===== config.mk =====
export PLATFORM = sky130hd
export DESIGN_NAME = pfrj_cfg
export DESIGN_NICKNAME = d
export VERILOG_FILES = /design/src/hw/rtl/pfrj_pkg.sv /design/src/hw/rtl/pfrj_cfg.sv
export SDC_FILE = /design/constraint.sdc
export NUM_CORES = 1
export LEC_CHECK = 0
export ABC_CLOCK_PERIOD_IN_PS = 1040
export BUFFER_PORTS_ARGS = -buffer_cell sky130_fd_sc_hd__buf_2
export CAP_MARGIN = 10
export CORE_MARGIN = 2
export CORE_UTILIZATION = 51
export DETAILED_ROUTE_END_ITERATION = 16
export PLACE_DENSITY_LB_ADDON = 0.3
export RECOVER_POWER = 50
export SYNTH_ARGS = -nofsm -noshare
export SYNTH_HDL_FRONTEND = slang
export SYNTH_SLANG_ARGS = --single-unit

===== constraint.sdc =====
create_clock -name clk -period 1.04 [get_ports clk]
set_clock_uncertainty 0.1 [all_clocks]
set_input_delay 0.104 -clock clk [delete_from_list [all_inputs] [get_ports clk]]
set_output_delay 0.104 -clock clk [all_outputs]
set_load 0.03 [all_outputs]

===== src/hw/rtl/pfrj_pkg.sv =====
// Package for the point feature residual and Jacobian pipeline: types, constants, arithmetic.
`default_nettype none
package pfrj_pkg;

	localparam int COORD_WIDTH = 32;
	localparam int FRAC_BITS = 16;
	localparam int CW = COORD_WIDTH;
	localparam int FB = FRAC_BITS;
	localparam int RB = FB + 2;
	localparam int ROWW = 3 * RB;
	localparam int XW = CW + 6;
	localparam int SQRT_STEPS = (CW + FB + 1) / 2;
	localparam int RW = SQRT_STEPS + 2;
	localparam int SQ_PER = 4;
	localparam int SQ_STAGES = (SQRT_STEPS + SQ_PER - 1) / SQ_PER;
	localparam int CFG_IDX_W = 3;
	localparam int CFG_W = (ROWW > CW) ? ROWW : CW;
	localparam int IN_W = ((10 * CW - 1 + 7) / 8) * 8;
	localparam int OUT_W = ((7 * CW + 7) / 8) * 8;

	typedef logic signed [CW-1:0] q_t;
	typedef logic signed [XW-1:0] w_t;

	typedef struct packed {
		q_t v;
		logic s;
	} qs_t;

	typedef struct packed {
		logic [RW-1:0] rem;
		logic [RW-1:0] root;
	} sq_t;

	typedef enum logic [CFG_IDX_W-1:0] {
		REG_ROT0 = 3'd0,
		REG_ROT1 = 3'd1,
		REG_ROT2 = 3'd2,
		REG_TX   = 3'd3,
		REG_TY   = 3'd4,
		REG_TZ   = 3'd5
	} reg_idx_t;

	typedef struct packed {
		logic [2:0][ROWW-1:0] rot;
		logic [2:0][CW-1:0] trans;
	} cfg_t;

	typedef struct packed {
		logic mode;
		logic [2:0][CW-1:0] p;
		logic [2:0][CW-1:0] a;
		logic [2:0][CW-1:0] b;
		logic [CW-2:0] w;
	} in_t;

	typedef struct packed {
		logic mode;
		logic [CW-2:0] w;
		logic [2:0][CW-1:0] v;
		logic [2:0][CW-1:0] e;
		logic [CW-1:0] res;
		logic [2:0][CW-1:0] jr;
		logic [2:0][CW-1:0] jp;
		logic sat;
	} pl_t;

	typedef struct packed {
		logic [CW-1:0] res;
		logic [2:0][CW-1:0] jr;
		logic [2:0][CW-1:0] jp;
		logic sat;
	} rs_t;

	localparam q_t MAXQ = {1'b0, {(CW-1){1'b1}}};
	localparam q_t MINQ = {1'b1, {(CW-1){1'b0}}};
	localparam w_t WMAX = w_t'(MAXQ);
	localparam w_t WMIN = w_t'(MINQ);
	localparam logic [2*CW-1:0] QHALF = (2*CW)'(1) << (FB - 1);
	localparam logic [2*CW-1:0] LIMP = (2*CW)'(MAXQ);
	localparam logic [2*CW-1:0] LIMN = LIMP + (2*CW)'(1);
	localparam logic [ROWW-1:0] ROT_ID0 = ROWW'(1) << FB;
	localparam logic [ROWW-1:0] ROT_ID1 = ROWW'(1) << (FB + RB);
	localparam logic [ROWW-1:0] ROT_ID2 = ROWW'(1) << (FB + 2 * RB);
	localparam w_t EDGE_GAIN = w_t'(5);
	localparam w_t FOOT_GAIN = w_t'(25);

	function automatic int nx1(int i);
		return (i == 2) ? 0 : i + 1;
	endfunction

	function automatic int nx2(int i);
		return (i == 0) ? 2 : i - 1;
	endfunction

	function automatic w_t wx(q_t a);
		return w_t'(a);
	endfunction

	// Product rounded half away from zero, then clipped to the coordinate range.
	function automatic qs_t qmul(q_t a, q_t b);
		logic signed [2*CW-1:0] p;
		logic [2*CW-1:0] mg;
		logic [2*CW-1:0] r;
		logic [2*CW-1:0] lim;
		logic neg;
		qs_t y;
		p = a * b;
		neg = p[2*CW-1];
		mg = neg ? -p : p;
		r = (mg + QHALF) >> FB;
		lim = neg ? LIMN : LIMP;
		if (r > lim) begin
			y.s = 1'b1;
			y.v = neg ? MINQ : MAXQ;
		end else begin
			y.s = 1'b0;
			y.v = neg ? -q_t'(r[CW-1:0]) : q_t'(r[CW-1:0]);
		end
		return y;
	endfunction

	function automatic qs_t clipw(w_t x);
		qs_t y;
		if (x > WMAX) begin
			y.s = 1'b1;
			y.v = MAXQ;
		end else if (x < WMIN) begin
			y.s = 1'b1;
			y.v = MINQ;
		end else begin
			y.s = 1'b0;
			y.v = q_t'(x[CW-1:0]);
		end
		return y;
	endfunction

	function automatic q_t rot_el(logic [ROWW-1:0] row, int j);
		logic signed [RB-1:0] e;
		e = row[j*RB +: RB];
		return q_t'(e);
	endfunction

	// One restoring square root digit; the operand carries FB implied zero bits below it.
	function automatic sq_t sq_step(sq_t x, logic [CW+1:0] us, int i);
		int k;
		logic hi;
		logic lo;
		logic [RW-1:0] r2;
		logic [RW-1:0] trial;
		sq_t y;
		k = 2 * i;
		hi = 1'b0;
		lo = 1'b0;
		if (k + 1 >= FB) begin
			hi = us[k+1-FB];
		end
		if (k >= FB) begin
			lo = us[k-FB];
		end
		r2 = {x.rem[RW-3:0], hi, lo};
		trial = {x.root[RW-3:0], 2'b01};
		if (r2 >= trial) begin
			y.rem = r2 - trial;
			y.root = {x.root[RW-2:0], 1'b1};
		end else begin
			y.rem = r2;
			y.root = {x.root[RW-2:0], 1'b0};
		end
		return y;
	endfunction

endpackage
`default_nettype wire


===== src/hw/rtl/pfrj_cfg.sv =====
// Pose register file written through the configuration channel.
`default_nettype none
module pfrj_cfg import pfrj_pkg::*; (
	input  logic                 clk,
	input  logic                 arst_n,
	input  logic                 wr_valid,
	output logic                 wr_ready,
	input  logic [CFG_IDX_W-1:0] wr_index,
	input  logic [CFG_W-1:0]     wr_data,
	output cfg_t                 cfg
);

	cfg_t cfg_q;

	assign wr_ready = 1'b1;
	assign cfg = cfg_q;

	always_ff @(posedge clk or negedge arst_n) begin
		if (!arst_n) begin
			cfg_q.rot[0] <= ROT_ID0;
			cfg_q.rot[1] <= ROT_ID1;
			cfg_q.rot[2] <= ROT_ID2;
			cfg_q.trans <= '0;
		end else if (wr_valid) begin
			case (reg_idx_t'(wr_index))
				REG_ROT0: cfg_q.rot[0] <= wr_data[ROWW-1:0];
				REG_ROT1: cfg_q.rot[1] <= wr_data[ROWW-1:0];
				REG_ROT2: cfg_q.rot[2] <= wr_data[ROWW-1:0];
				REG_TX:   cfg_q.trans[0] <= wr_data[CW-1:0];
				REG_TY:   cfg_q.trans[1] <= wr_data[CW-1:0];
				REG_TZ:   cfg_q.trans[2] <= wr_data[CW-1:0];
				default:  ;
			endcase
		end
	end

	a_tx_written: assert property (@(posedge clk) disable iff (!arst_n)
		(wr_valid && wr_index == REG_TX) |=> cfg_q.trans[0] == $past(wr_data[CW-1:0]))
		else $error("translation x not taken from the write request");

	a_bad_index: assert property (@(posedge clk) disable iff (!arst_n)
		(wr_valid && wr_index > REG_TZ) |=> $stable(cfg_q))
		else $error("write to an unknown register changed the pose");

endmodule
`default_nettype wire


* Yosys cells after proc, flatten, opt, wreduce, memory -nomap -nowiden
Index checks and enable logic that the tools add are counted.
W data, S select, Z words.
** Cells by class
- Equal/unequal tests :: 5
- Reductions and logical operators :: 7
** Operators by type and width (number)
- $reduce_and A2 Y1 :: 6
- $eq A3 B2 Y1 const B :: 2
- $eq A3 B3 Y1 const B :: 2
- $eq A3 B1 Y1 const B :: 1
- $logic_not A3 Y1 :: 1
** Storage, ports and cells
- Logic and storage cells :: 18
- Bits in registers :: 258
- Output and inout bits :: 259

* Longest topological paths before layout
- Word-level depth :: 2
- Gate-level depth with buffers :: 4
- Gate-level depth less buffers :: 2

* Worst setup path after synthesis
Ideal clock, no wire load.
- Path type :: in2reg
- Start point :: input wr_index[0]
- End point :: register cfg_q, in the netlist cfg[100]
- Data arrival time :: 1.017 ns
- Slack :: -0.202 ns
- Stages :: 4
- Cell sequence :: nor4b_2 -> buf_4 -> buf_6 -> mux2_2
** Between the ends
- Longest elaborated chain between the ends :: 2
** Ends and longest elaborated chain
- start: declaration :: RTL line pfrj_cfg.sv:8 : input logic [CFG_IDX_W-1:0] wr_index,
- $logic_not A3 Y1 :: RTL line pfrj_cfg.sv:25 : case (reg_idx_t'(wr_index))
- $reduce_and A2 Y1 (no source line)
- end: declaration :: RTL line pfrj_cfg.sv:13 : cfg_t cfg_q;
No other way between the ends.
A chain may end at the register's enable or synchronous reset.

* Worst setup path after layout
- Start point :: register cfg_q, in the netlist cfg[256]
- End point :: output cfg[256] in the netlist's numbering
** RTL lines
- end: declaration :: RTL line pfrj_cfg.sv:10 : output cfg_t cfg
No word-level cell between the ends.

==> metrics.cfg <==
[synth]
synthTopCellsByArea=dfrtp_1 63%, mux2_2 15%, mux2_4 15%, mux2_1 2.7%, buf_6 2.2%
synthArstFlopShare=1.00
synth-edff-count=0
synth_most_common_cell=dfrtp_1
synth_seq_cells=258
synthDistinctLibCells=12
synth_ff_type=dfrtp_1
synth.top_cell.area_share=0.632
synth_area_mm2=0.0101
syn_area_per_cell_um2=18.3
synth_common_cells=255 x dfrtp_1, 134 x mux2_2, 100 x mux2_4, 24 x mux2_1, 20 x buf_6
synth_fp_nets=612
synth-warning-count=0
yosysTopAreaCell=dfrtp_1
syn_inst=552
seq_area_frac_synth=0.640

[floorplan]
pin_count=319
placementRows=51
die_h_um=145
core_area_mm2=0.0195
start_util=0.518
die_x_um=145
die_area_mm2=0.0209

[run_status]
violations=setup timing
status=finished with violations

[global_route]
grt-ovfl-total=0
grt_pass1_vias=7790
grt_max_degree=36
grt_pass1_wl_um=46200
track_usage=0.294
grt_antenna_before_repair=0

[worst_setup_path]
critPathArrivalTime_ns=1.21
cp.depth=1
r2r_cells=3
cp-end-kind=output port
worstPathBufferInverterCount=1
r2r_start=cfg[218]
required_ns=0.84
slowest_delay_ns=0.55
startpoint_type=flip-flop
cp_slowest_cell=dfstp_2
crit_end=cfg[256]
crit_family=flip-flops
regToRegEndpoint=cfg[218]
crit_type=flip-flop to output port
crit_start=cfg[256]
reg2reg_slack_ns=-0.14
path_cells=buf_6
crit_path_max_fanout=2

[clock_tree]
path_clk_slew_ns=0.07
numCtsBuffers=26
cts_root_buf=clkbuf_16
clk_latency_ns=0.52
cts_tree=done
clock_sinks=258
cts_max_path_buffers=3
htree_levels=1

[timing]
slew_violations=0
setup_tns_ns=-64.18
hold_slack_ns=0.0465
min_period_ns=1.41
finalHoldViolations=0
fmax_mhz=708
rsz0062_at_grt=yes
setup_ws_ns=-0.372
fin_crit_sh=1.36
setup_violations=307

[power]
power.leakage_uw=0.00798
powerDensity_mw_per_mm2=2430
p_seq_frac=0.357
power_uw=40100
power.share.switching=0.347
combPwrFrac=0.405
peakVddDrop_mv=1.72
p_int_uw=26200
clockPowerShare=0.238
netSwitchingPower_uw=13900

[flow_run]
maxCapViolations=0

[route]
wl_um=34800
routed_via_density=5.29
routedWlPerCell_um=25.3
num_vias=7290
ant_nets=0
drc=0
drtIter0Drc=287
first_pass_iters=4

[min_path]
hp-class=input pin to async pin

[final_layout]
fill_cells=793
drive_above_1_share=0.701
final_cell_area_mm2=0.0165
fin_nets=1155
syn_to_final_growth_pct=63.5
largest_reg_flops=258

[place]
dpl.hpwl_um=16300
placed_cell_area_mm2=0.0123
gp_congestion=0.744
port_buffers=317
pre_cts_slack_ns=-0.520

-- area by class of cell --
type | instances | area (µm²) | area share
Antenna cell | 1 | 2.50 | 0.000152
Clock buffer | 40 | 805 | 0.0488
Clock inverter | 5 | 53.8 | 0.00326
Multi-Input combinational cell | 265 | 3550 | 0.215
Sequential cell | 258 | 6460 | 0.392
Tap cell | 265 | 332 | 0.0201
Timing Repair Buffer | 544 | 5300 | 0.321
-- cell usage in the layout, fill, tap and decap left out, drive strengths merged --
cell type	instances
buf	485
mux2	258
dfrtp	255
dlygate4sd3	55
clkbuf	44
clkinv	4
dfstp	3
and4bb	3
nand4b	2
diode	1
nor4b	1
conb	1
bufinv	1
-- through the flow --
| stage | cells | utilization |
|---|---|---|
| after CTS | 1317 | 0.821 |
| after floorplan | 552 | - |
| after global routing | 1377 | 0.848 |
| final | 1378 | 0.848 |
| after detailed placement | 1132 | 0.633 |
| after global placement | 1132 | 0.633 |
-- power groups by stage --
| stage | Sequential [µW] | Clock [µW] | Combinational [µW] |
|---|---|---|---|
| after floorplan | 18000 | 0 | 2790 |
| after global placement | 13500 | 0 | 10600 |
| after detailed placement | 13600 | 0 | 10800 |
| after CTS | 13900 | 9410 | 14700 |
| after global routing | 14500 | 10000 | 16800 |
| final | 14300 | 9550 | 16200 |
-- worst min path at each step --
stage | from | end | slack (ns) | depth (start not counted)
3_3_place_gp | arst_n | cfg[182] | -0.11 | 1
2_1_floorplan | arst_n | cfg[0] | -0.29 | 0
4_1_cts | arst_n | cfg[78] | -0.04 | 2
3_5_place_dp | arst_n | cfg[182] | -0.10 | 1
6_report | arst_n | cfg[227] | 0.05 | 2
5_1_grt | arst_n | cfg[227] | 0.08 | 2
-- layer usage --
metal | global-route usage | up-vias | wire, µm
li1 | - | 3033 | -
met1 | 0.349 | 3778 | 12900
met2 | 0.511 | 382 | 17800
met3 | 0.0816 | 97 | 2820
met4 | 0.111 | 0 | 1350
met5 | 0 | - | 0
-- kinds of logic after synthesis --
kind of cell | Yosys count | synth area share
muxes | 258 | 0.325
other | 1 | 0.000372
and+or+nand+nor | 6 | 0.00694
buffers and inverters | 29 | 0.0273
DFF | 258 | 0.640
-- repair_timing --
item	4_1_cts	5_1_grt
hold buffers	55	0
gates resized for setup	516	34
endpoints found under the hold margin	516	0
setup buffers	85	66
endpoints found under the setup margin	258	289
Power figures use the tool's default switching activity.
