==> src/hw/rtl/pfrj_pkg.sv <==
// Package for the point feature residual and Jacobian pipeline: types, constants, arithmetic.
`default_nettype none
package pfrj_pkg;

	localparam int COORD_WIDTH = 32;
	localparam int FRAC_BITS = 16;
	localparam int CW = COORD_WIDTH;
	localparam int FB = FRAC_BITS;
	localparam int RB = FB + 2;
	localparam int ROWW = 3 * RB;
	localparam int XW = CW + 6;
	localparam int SQRT_STEPS = (CW + FB + 1) / 2;
	localparam int RW = SQRT_STEPS + 2;
	localparam int SQ_PER = 4;
	localparam int SQ_STAGES = (SQRT_STEPS + SQ_PER - 1) / SQ_PER;
	localparam int CFG_IDX_W = 3;
	localparam int CFG_W = (ROWW > CW) ? ROWW : CW;
	localparam int IN_W = ((10 * CW - 1 + 7) / 8) * 8;
	localparam int OUT_W = ((7 * CW + 7) / 8) * 8;

	typedef logic signed [CW-1:0] q_t;
	typedef logic signed [XW-1:0] w_t;

	typedef struct packed {
		q_t v;
		logic s;
	} qs_t;

	typedef struct packed {
		logic [RW-1:0] rem;
		logic [RW-1:0] root;
	} sq_t;

	typedef enum logic [CFG_IDX_W-1:0] {
		REG_ROT0 = 3'd0,
		REG_ROT1 = 3'd1,
		REG_ROT2 = 3'd2,
		REG_TX   = 3'd3,
		REG_TY   = 3'd4,
		REG_TZ   = 3'd5
	} reg_idx_t;

	typedef struct packed {
		logic [2:0][ROWW-1:0] rot;
		logic [2:0][CW-1:0] trans;
	} cfg_t;

	typedef struct packed {
		logic mode;
		logic [2:0][CW-1:0] p;
		logic [2:0][CW-1:0] a;
		logic [2:0][CW-1:0] b;
		logic [CW-2:0] w;
	} in_t;

	typedef struct packed {
		logic mode;
		logic [CW-2:0] w;
		logic [2:0][CW-1:0] v;
		logic [2:0][CW-1:0] e;
		logic [CW-1:0] res;
		logic [2:0][CW-1:0] jr;
		logic [2:0][CW-1:0] jp;
		logic sat;
	} pl_t;

	typedef struct packed {
		logic [CW-1:0] res;
		logic [2:0][CW-1:0] jr;
		logic [2:0][CW-1:0] jp;
		logic sat;
	} rs_t;

	localparam q_t MAXQ = {1'b0, {(CW-1){1'b1}}};
	localparam q_t MINQ = {1'b1, {(CW-1){1'b0}}};
	localparam w_t WMAX = w_t'(MAXQ);
	localparam w_t WMIN = w_t'(MINQ);
	localparam logic [2*CW-1:0] QHALF = (2*CW)'(1) << (FB - 1);
	localparam logic [2*CW-1:0] LIMP = (2*CW)'(MAXQ);
	localparam logic [2*CW-1:0] LIMN = LIMP + (2*CW)'(1);
	localparam logic [ROWW-1:0] ROT_ID0 = ROWW'(1) << FB;
	localparam logic [ROWW-1:0] ROT_ID1 = ROWW'(1) << (FB + RB);
	localparam logic [ROWW-1:0] ROT_ID2 = ROWW'(1) << (FB + 2 * RB);
	localparam w_t EDGE_GAIN = w_t'(5);
	localparam w_t FOOT_GAIN = w_t'(25);

	function automatic int nx1(int i);
		return (i == 2) ? 0 : i + 1;
	endfunction

	function automatic int nx2(int i);
		return (i == 0) ? 2 : i - 1;
	endfunction

	function automatic w_t wx(q_t a);
		return w_t'(a);
	endfunction

	// Product rounded half away from zero, then clipped to the coordinate range.
	function automatic qs_t qmul(q_t a, q_t b);
		logic signed [2*CW-1:0] p;
		logic [2*CW-1:0] mg;
		logic [2*CW-1:0] r;
		logic [2*CW-1:0] lim;
		logic neg;
		qs_t y;
		p = a * b;
		neg = p[2*CW-1];
		mg = neg ? -p : p;
		r = (mg + QHALF) >> FB;
		lim = neg ? LIMN : LIMP;
		if (r > lim) begin
			y.s = 1'b1;
			y.v = neg ? MINQ : MAXQ;
		end else begin
			y.s = 1'b0;
			y.v = neg ? -q_t'(r[CW-1:0]) : q_t'(r[CW-1:0]);
		end
		return y;
	endfunction

	function automatic qs_t clipw(w_t x);
		qs_t y;
		if (x > WMAX) begin
			y.s = 1'b1;
			y.v = MAXQ;
		end else if (x < WMIN) begin
			y.s = 1'b1;
			y.v = MINQ;
		end else begin
			y.s = 1'b0;
			y.v = q_t'(x[CW-1:0]);
		end
		return y;
	endfunction

	function automatic q_t rot_el(logic [ROWW-1:0] row, int j);
		logic signed [RB-1:0] e;
		e = row[j*RB +: RB];
		return q_t'(e);
	endfunction

	// One restoring square root digit; the operand carries FB implied zero bits below it.
	function automatic sq_t sq_step(sq_t x, logic [CW+1:0] us, int i);
		int k;
		logic hi;
		logic lo;
		logic [RW-1:0] r2;
		logic [RW-1:0] trial;
		sq_t y;
		k = 2 * i;
		hi = 1'b0;
		lo = 1'b0;
		if (k + 1 >= FB) begin
			hi = us[k+1-FB];
		end
		if (k >= FB) begin
			lo = us[k-FB];
		end
		r2 = {x.rem[RW-3:0], hi, lo};
		trial = {x.root[RW-3:0], 2'b01};
		if (r2 >= trial) begin
			y.rem = r2 - trial;
			y.root = {x.root[RW-2:0], 1'b1};
		end else begin
			y.rem = r2;
			y.root = {x.root[RW-2:0], 1'b0};
		end
		return y;
	endfunction

endpackage
`default_nettype wire

==> src/hw/rtl/pfrj_sqrt.sv <==
// Pipelined restoring square root, four digits per stage, with the item carried alongside.
`default_nettype none
module pfrj_sqrt import pfrj_pkg::*; (
	input  logic          clk,
	input  logic          arst_n,
	input  logic          en,
	input  logic          in_valid,
	input  q_t            sq_in,
	input  pl_t           pl_in,
	output logic          out_valid,
	output logic [RW-1:0] root,
	output pl_t           out_pl
);

	logic vld_s [SQ_STAGES];
	sq_t sq_s [SQ_STAGES];
	logic [CW+1:0] us_s [SQ_STAGES];
	pl_t pl_s [SQ_STAGES];

	for (genvar g = 0; g < SQ_STAGES; g++) begin : g_stage
		sq_t src;
		sq_t nxt;
		logic [CW+1:0] usrc;
		pl_t psrc;
		logic vsrc;

		if (g == 0) begin : g_first
			assign src = '0;
			assign usrc = {2'b00, sq_in};
			assign psrc = pl_in;
			assign vsrc = in_valid;
		end else begin : g_next
			assign src = sq_s[g-1];
			assign usrc = us_s[g-1];
			assign psrc = pl_s[g-1];
			assign vsrc = vld_s[g-1];
		end

		always_comb begin
			nxt = src;
			for (int j = 0; j < SQ_PER; j++) begin
				if (SQRT_STEPS - 1 - g * SQ_PER - j >= 0) begin
					nxt = sq_step(nxt, usrc, SQRT_STEPS - 1 - g * SQ_PER - j);
				end
			end
		end

		always_ff @(posedge clk or negedge arst_n) begin
			if (!arst_n) begin
				vld_s[g] <= 1'b0;
			end else if (en) begin
				vld_s[g] <= vsrc;
			end
		end

		always_ff @(posedge clk) begin
			if (en) begin
				sq_s[g] <= nxt;
				us_s[g] <= usrc;
				pl_s[g] <= psrc;
			end
		end
	end

	assign out_valid = vld_s[SQ_STAGES-1];
	assign root = sq_s[SQ_STAGES-1].root;
	assign out_pl = pl_s[SQ_STAGES-1];

	a_root_width: assert property (@(posedge clk) disable iff (!arst_n)
		vld_s[SQ_STAGES-1] |-> sq_s[SQ_STAGES-1].root[RW-1:SQRT_STEPS] == '0)
		else $error("square root wider than its digit count");

	a_rem_bound: assert property (@(posedge clk) disable iff (!arst_n)
		vld_s[SQ_STAGES-1] |->
			sq_s[SQ_STAGES-1].rem <= {sq_s[SQ_STAGES-1].root[RW-2:0], 1'b0})
		else $error("square root remainder exceeds twice the root");

endmodule
`default_nettype wire

==> config.mk <==
export PLATFORM = sky130hd
export DESIGN_NAME = pfrj_sqrt
export DESIGN_NICKNAME = d
export VERILOG_FILES = /design/src/hw/rtl/pfrj_pkg.sv /design/src/hw/rtl/pfrj_sqrt.sv
export SDC_FILE = /design/constraint.sdc
export NUM_CORES = 2
export LEC_CHECK = 0
export BUFFER_PORTS_ARGS = -buffer_cell sky130_fd_sc_hd__buf_4
export CORE_MARGIN = 10
export CORE_UTILIZATION = 35
export CTS_CLUSTER_SIZE = 30
export DETAILED_ROUTE_END_ITERATION = 7
export PLACE_DENSITY = 0.59
export SYNTH_ARGS = -nofsm -noshare
export SYNTH_HDL_FRONTEND = slang
export SYNTH_SLANG_ARGS = --single-unit
==> constraint.sdc <==
create_clock -name clk -period 17.6 [get_ports clk]
set_input_delay 0.88 -clock clk [delete_from_list [all_inputs] [get_ports clk]]
set_output_delay 0.88 -clock clk [all_outputs]
set_load 0.02 [all_outputs]
Word-level counts from Yosys, hierarchy flattened --
Memories as Yosys holds them, arrays and structs flattened. Index checks and enable logic that the tools add are counted.
Word-level totals: flip-flop bits (word level) 6, bits in latches 0, bits in writable memories 3210, bits in read-only memories 0, output and inout port bits 476, logic and storage cells 83, memories 3
Operators by class: $add $sub $neg 24, multipliers 0, divide/modulo/power cells 0, order comparisons 24, eq/ne operators 0, shifts and indexed selects 0, multiplexer cells 26, bitwise gates (word level) 0, reductions and logical operators 0
Memory list:
- pl_s | depth 6, bits a word 449, read ports 6, clocked after Yosys merged registers in 0, write ports 6, line pfrj_sqrt.sv:18 | pl_t pl_s [SQ_STAGES];
- sq_s | depth 6, bits a word 52, read ports 6, clocked after Yosys merged registers in 0, write ports 6, line pfrj_sqrt.sv:16 | sq_t sq_s [SQ_STAGES];
- us_s | depth 6, bits a word 34, read ports 5, clocked after Yosys merged registers in 0, write ports 6, line pfrj_sqrt.sv:17 | logic [CW+1:0] us_s [SQ_STAGES];
Operator list (number):
- $mux 50 | 18
- $ge 26x26->1 | 23
- $sub 24x24->24 | 17
- $mux 52 | 6
- $sub 26x26->26 | 6
- $sub 2x1->3 const B | 1
- $ge 2x1->1 const B | 1
- $mux 1 | 2

Logic depth before layout (Yosys ltp) --
An unclocked memory read counts as a cell.
depth after elaboration 9, mapped depth 64, mapped depth without buffers 60

Worst setup path before layout --
No wires, ideal clock.
path kind register -> register, start mem sq_s[3][0] (netlist bit), end mem sq_s[4][45] (netlist bit) (data pin), library setup time 260 ps, arrival time 12495 ps, required time 17340 ps, setup slack 4845 ps, cell stages (with the launch flop) 63, clock period less this slack 12755 ps, path through edfxtp_1 -> inv_1 -> ha_1 -> fa_1 -> a21o_1 -> a21oi_1 -> o21ai_0 -> nand4_1 -> a31oi_1 -> or3_1 -> clkbuf_1 -> inv_1 -> clkbuf_1 -> mux2_2 -> ha_1 -> a21o_1 -> a21oi_1 -> o21ai_0 -> (+27 left out) -> ha_1 -> a21o_1 -> a21oi_1 -> o21bai_1 -> a21oi_1 -> o21bai_1 -> a21oi_1 -> o21bai_1 -> a21oi_1 -> o21ai_0 -> a21oi_1 -> o21bai_1 -> a21oi_1 -> o21ai_0 -> a21boi_0 -> o2111ai_1 -> clkbuf_1 -> mux2_2
RTL lines (line):
- start: declaration | pfrj_sqrt.sv:16

==> metrics.txt <==
die area=340300 µm²; predominant post-synthesis flop cell=edfxtp_1; remaining global-route overflow=0; routed wire length=236.9 mm; power share of the combinational group=a little under a third; root buf cell=clkbuf_16; Vias/cell=approximately 4.8; drt first pass iters=5; sequential share of power=40.4%; register area share after synthesis=79.76%; worst hold slack=148.9 ps; CP max stage delay=~460 ps; Port Buffers=958; DP Worst Slack=between 3000 and 4000 ps; Buf/Inv on CP=12; power per cell area=162.0 nW/µm²; CTS clock-pin slew for the worst setup and hold paths=60 ps; commonest non-fill, non-tap cell in the layout=edfxtp_1; Total Routing Usage GR=approximately an eighth; Initial Util=35.20%; Post-synth EDFFs=2945; WL per Instance=19.84 µm; Slew Viols, Final=0; fmax=a little over 70 MHz; Clk pwr share=between 20 and 30%; Longest Clk Path Bufs=4; Crit Path Class=reg -> reg; mean post-synth cell area=between 15 and 20 µm²; fin crit period=14190 ps; RSZ-0062 raised after global routing=no; global-route wire length before repair=approximately 350 mm; Crit Path Max Fanout=33; Int Pwr=14.73 mW; remaining routing DRC violations=0; Syn Std Cell Area=about 110000 µm²; fraction of registers with async set/reset=0.2033%; most frequent cells in the layout=edfxtp_1, buf_4, a21oi_1; clock sink total=2951; number of nets in the layout=8326; htree depth=5; DR iter-0 viols=about 4400; Worst setup SP type=flop; share of layout cells above drive strength 1=20.61%; post-detail-place hpwl=169.7 mm; skew final=60.40 ps; DR vias=57000; Routed Antenna Nets=0; Die Y=583.3 µm; Setup Viol. Count Final=0; area delta synth->final=20.14%; family with the most delay on the worst path=compound AO/OA/AOI/OAI gates; net switching power figure=6.889 mW; Worst EP required=18200 ps; Peak VDD IR=136.6 µV; Critical Path Most Common Cell=a21oi_1; crit path launch=sq_s[3][0]; largest net degree at the start of global routing=around 190; Hold/Removal Path Class=in -> reg; Post-Synthesis Cells=roughly 6300; FF+latch count, synth=2951; Leak=48.51 nW; Synth cell types=108; Num CTS Buffers=roughly 310; GP Congestion=0.8570; insertion delay to the later sink of the worst-skew pair=900 ps; hold_sp=pl_in[97]; vias in the first global route=around 57000; Setup TNS Final=0 ps; die width=583.3 µm; critical path arrival=about 15000 ps; final worst slack=3408 ps; Fin. Hold Viols=0; slowest CP cell=a211oi_1; nature of the critical path endpoint=flop; fin crit share=80.64%; floorplan row count=approximately 210; CTS tree=done; Max-Cap Viols=0; Fill cells=27930; IO Count=961; Worst-Margin Slew=approximately 1200 ps; sw frac=31.87%; R2R Path Start=sq_s[3][0]; Yosys warnings=0; slew margin rel.=17.48%; outcome=complete, no violations; initial antenna violation count=20; Core ar.=315500 µm²; Finished Core Util=42.30%
==> logic make-up (layout without fill, tap and decap cells) <==
logic type	Yosys count	count (layout)	synth area share (%)
simple gates	1224	1224	5.713
other cells	2	13	0.006762
fa+ha+maj	309	309	3.508
xor+xnor	349	349	2.752
compound gates	1095	1095	6.464
flops	2951	2951	79.76
buf+inv	296	1766	1.042
mux	76	76	0.7537
==> layer usage <==
metal  vias to the layer above  share of wire [%]  global-route usage (%)  wire length [µm]
li1                      27090                  -                       -                 -
met1                     28120                 39                   15.58             92690
met2                      1329                 53                   24.32            125600
met3                       456                4.6                   2.344             10980
met4                         8                3.2                   4.461              7589
met5                         -              0.022                       0                53
==> synthesized netlist by cell type (14+ instances only) <==
| library cell | instances | area share [%] |
|---|---|---|
| nor2b_1 | 38 | 0.21 |
| nor3b_1 | 14 | 0.095 |
| mux2_2 | 56 | 0.57 |
| o21ai_0 | 193 | 0.87 |
| or2_2 | 39 | 0.22 |
| nand2_1 | 288 | 0.97 |
| or4_1 | 19 | 0.13 |
| a211oi_1 | 32 | 0.22 |
| xnor2_1 | 220 | 1.7 |
| and3_1 | 31 | 0.17 |
| a21oi_1 | 341 | 1.5 |
| xor2_1 | 129 | 1.0 |
| and4_1 | 19 | 0.15 |
| nor4_1 | 35 | 0.20 |
| nand3_1 | 96 | 0.43 |
| ha_1 | 305 | 3.4 |
| a21o_1 | 118 | 0.80 |
| and2_1 | 40 | 0.23 |
| nand4b_1 | 17 | 0.13 |
| inv_1 | 199 | 0.67 |
| o2111ai_1 | 16 | 0.13 |
| nand2b_1 | 43 | 0.24 |
| a31oi_1 | 46 | 0.26 |
| buf_2 | 16 | 0.072 |
| a211o_1 | 16 | 0.13 |
| nor2_1 | 315 | 1.1 |
| a21boi_0 | 19 | 0.13 |
| edfxtp_1 | 2945 | 80 |
| or3_1 | 32 | 0.18 |
| nand4_1 | 51 | 0.29 |
| o211ai_1 | 36 | 0.24 |
| o21bai_1 | 50 | 0.34 |
| mux2i_1 | 18 | 0.16 |
| clkbuf_1 | 57 | 0.19 |
| o31ai_1 | 31 | 0.21 |
| o21a_1 | 39 | 0.26 |
| nor3_1 | 81 | 0.37 |
==> registers in the layout (all words and copies together) (netlist names) <==
name,cells
g_stage.vsrc,5
us_s,48
out_valid,1
sq_s,203
pl_s,2694
==> worst paths after layout <==
path | end | slack (ps) | depth (start not counted)
max in group asynchronous | out_valid | 17060 | 2
hold reg to reg | pl_s[5][75] | 370 | 0
min in group asynchronous | g_stage[4].vsrc | 430 | 2
setup reg to reg | sq_s[4][39] | 3410 | 61
setup / recovery | sq_s[4][39] | 3410 | 61
hold / removal | pl_s[0][97] | 150 | 1
==> worst reg2reg max path: cells and delay by family, from the launching register on <==
family	cells	cell delay (ps)
muxes	2	740
and+or+nand+nor	7	1410
adders and majority gates	6	1680
AOI/OAI and AO/OA	34	7560
DFF	1	380
buffers and inverters	12	2180
==> repair_timing <==
action,in CTS,in global routing
hold buffers,1,0
buffers inserted,0,0
resized for setup,0,0
endpoints found under the hold margin,6,0
==> power groups by stage <==
| stage | combinational [mW] | sequential (mW) | clock (mW) |
|---|---|---|---|
| after detailed placement | 6.57 | 8.88 | 0 |
| after floorplan | 4.72 | 8.85 | 0 |
| final | 6.65 | 8.73 | 6.23 |
| after global routing | 7.37 | 8.78 | 6.74 |
| after CTS | 6.63 | 8.74 | 6.48 |
| after global placement | 6.46 | 8.86 | 0 |
==> layout make-up <==
type	instances	area (µm²)	share of cell area, %
Antenna cell	9	22.52	0.01688
Clock buffer	360	7924	5.938
Clock inverter	191	1929	1.446
Inverter	206	773.2	0.5795
Multi-Input combinational cell	3057	21340	15.99
Sequential cell	2951	88590	66.39
Tap cell	4160	5205	3.901
Timing Repair Buffer	1009	7660	5.741
==> through the flow <==
step / std cells / total power, mW / area (µm²)
5_1_grt: 11940 / 22.90 / 133400
3_5_place_dp: 11380 / 15.46 / 123500
6_report: 11940 / 21.62 / 133400
4_1_cts: 11930 / 21.84 / 133400
2_1_floorplan: 6304 / 13.57 / 111100
3_3_place_gp: 11380 / 15.32 / 123500
Power figures use the tool's default switching activity.
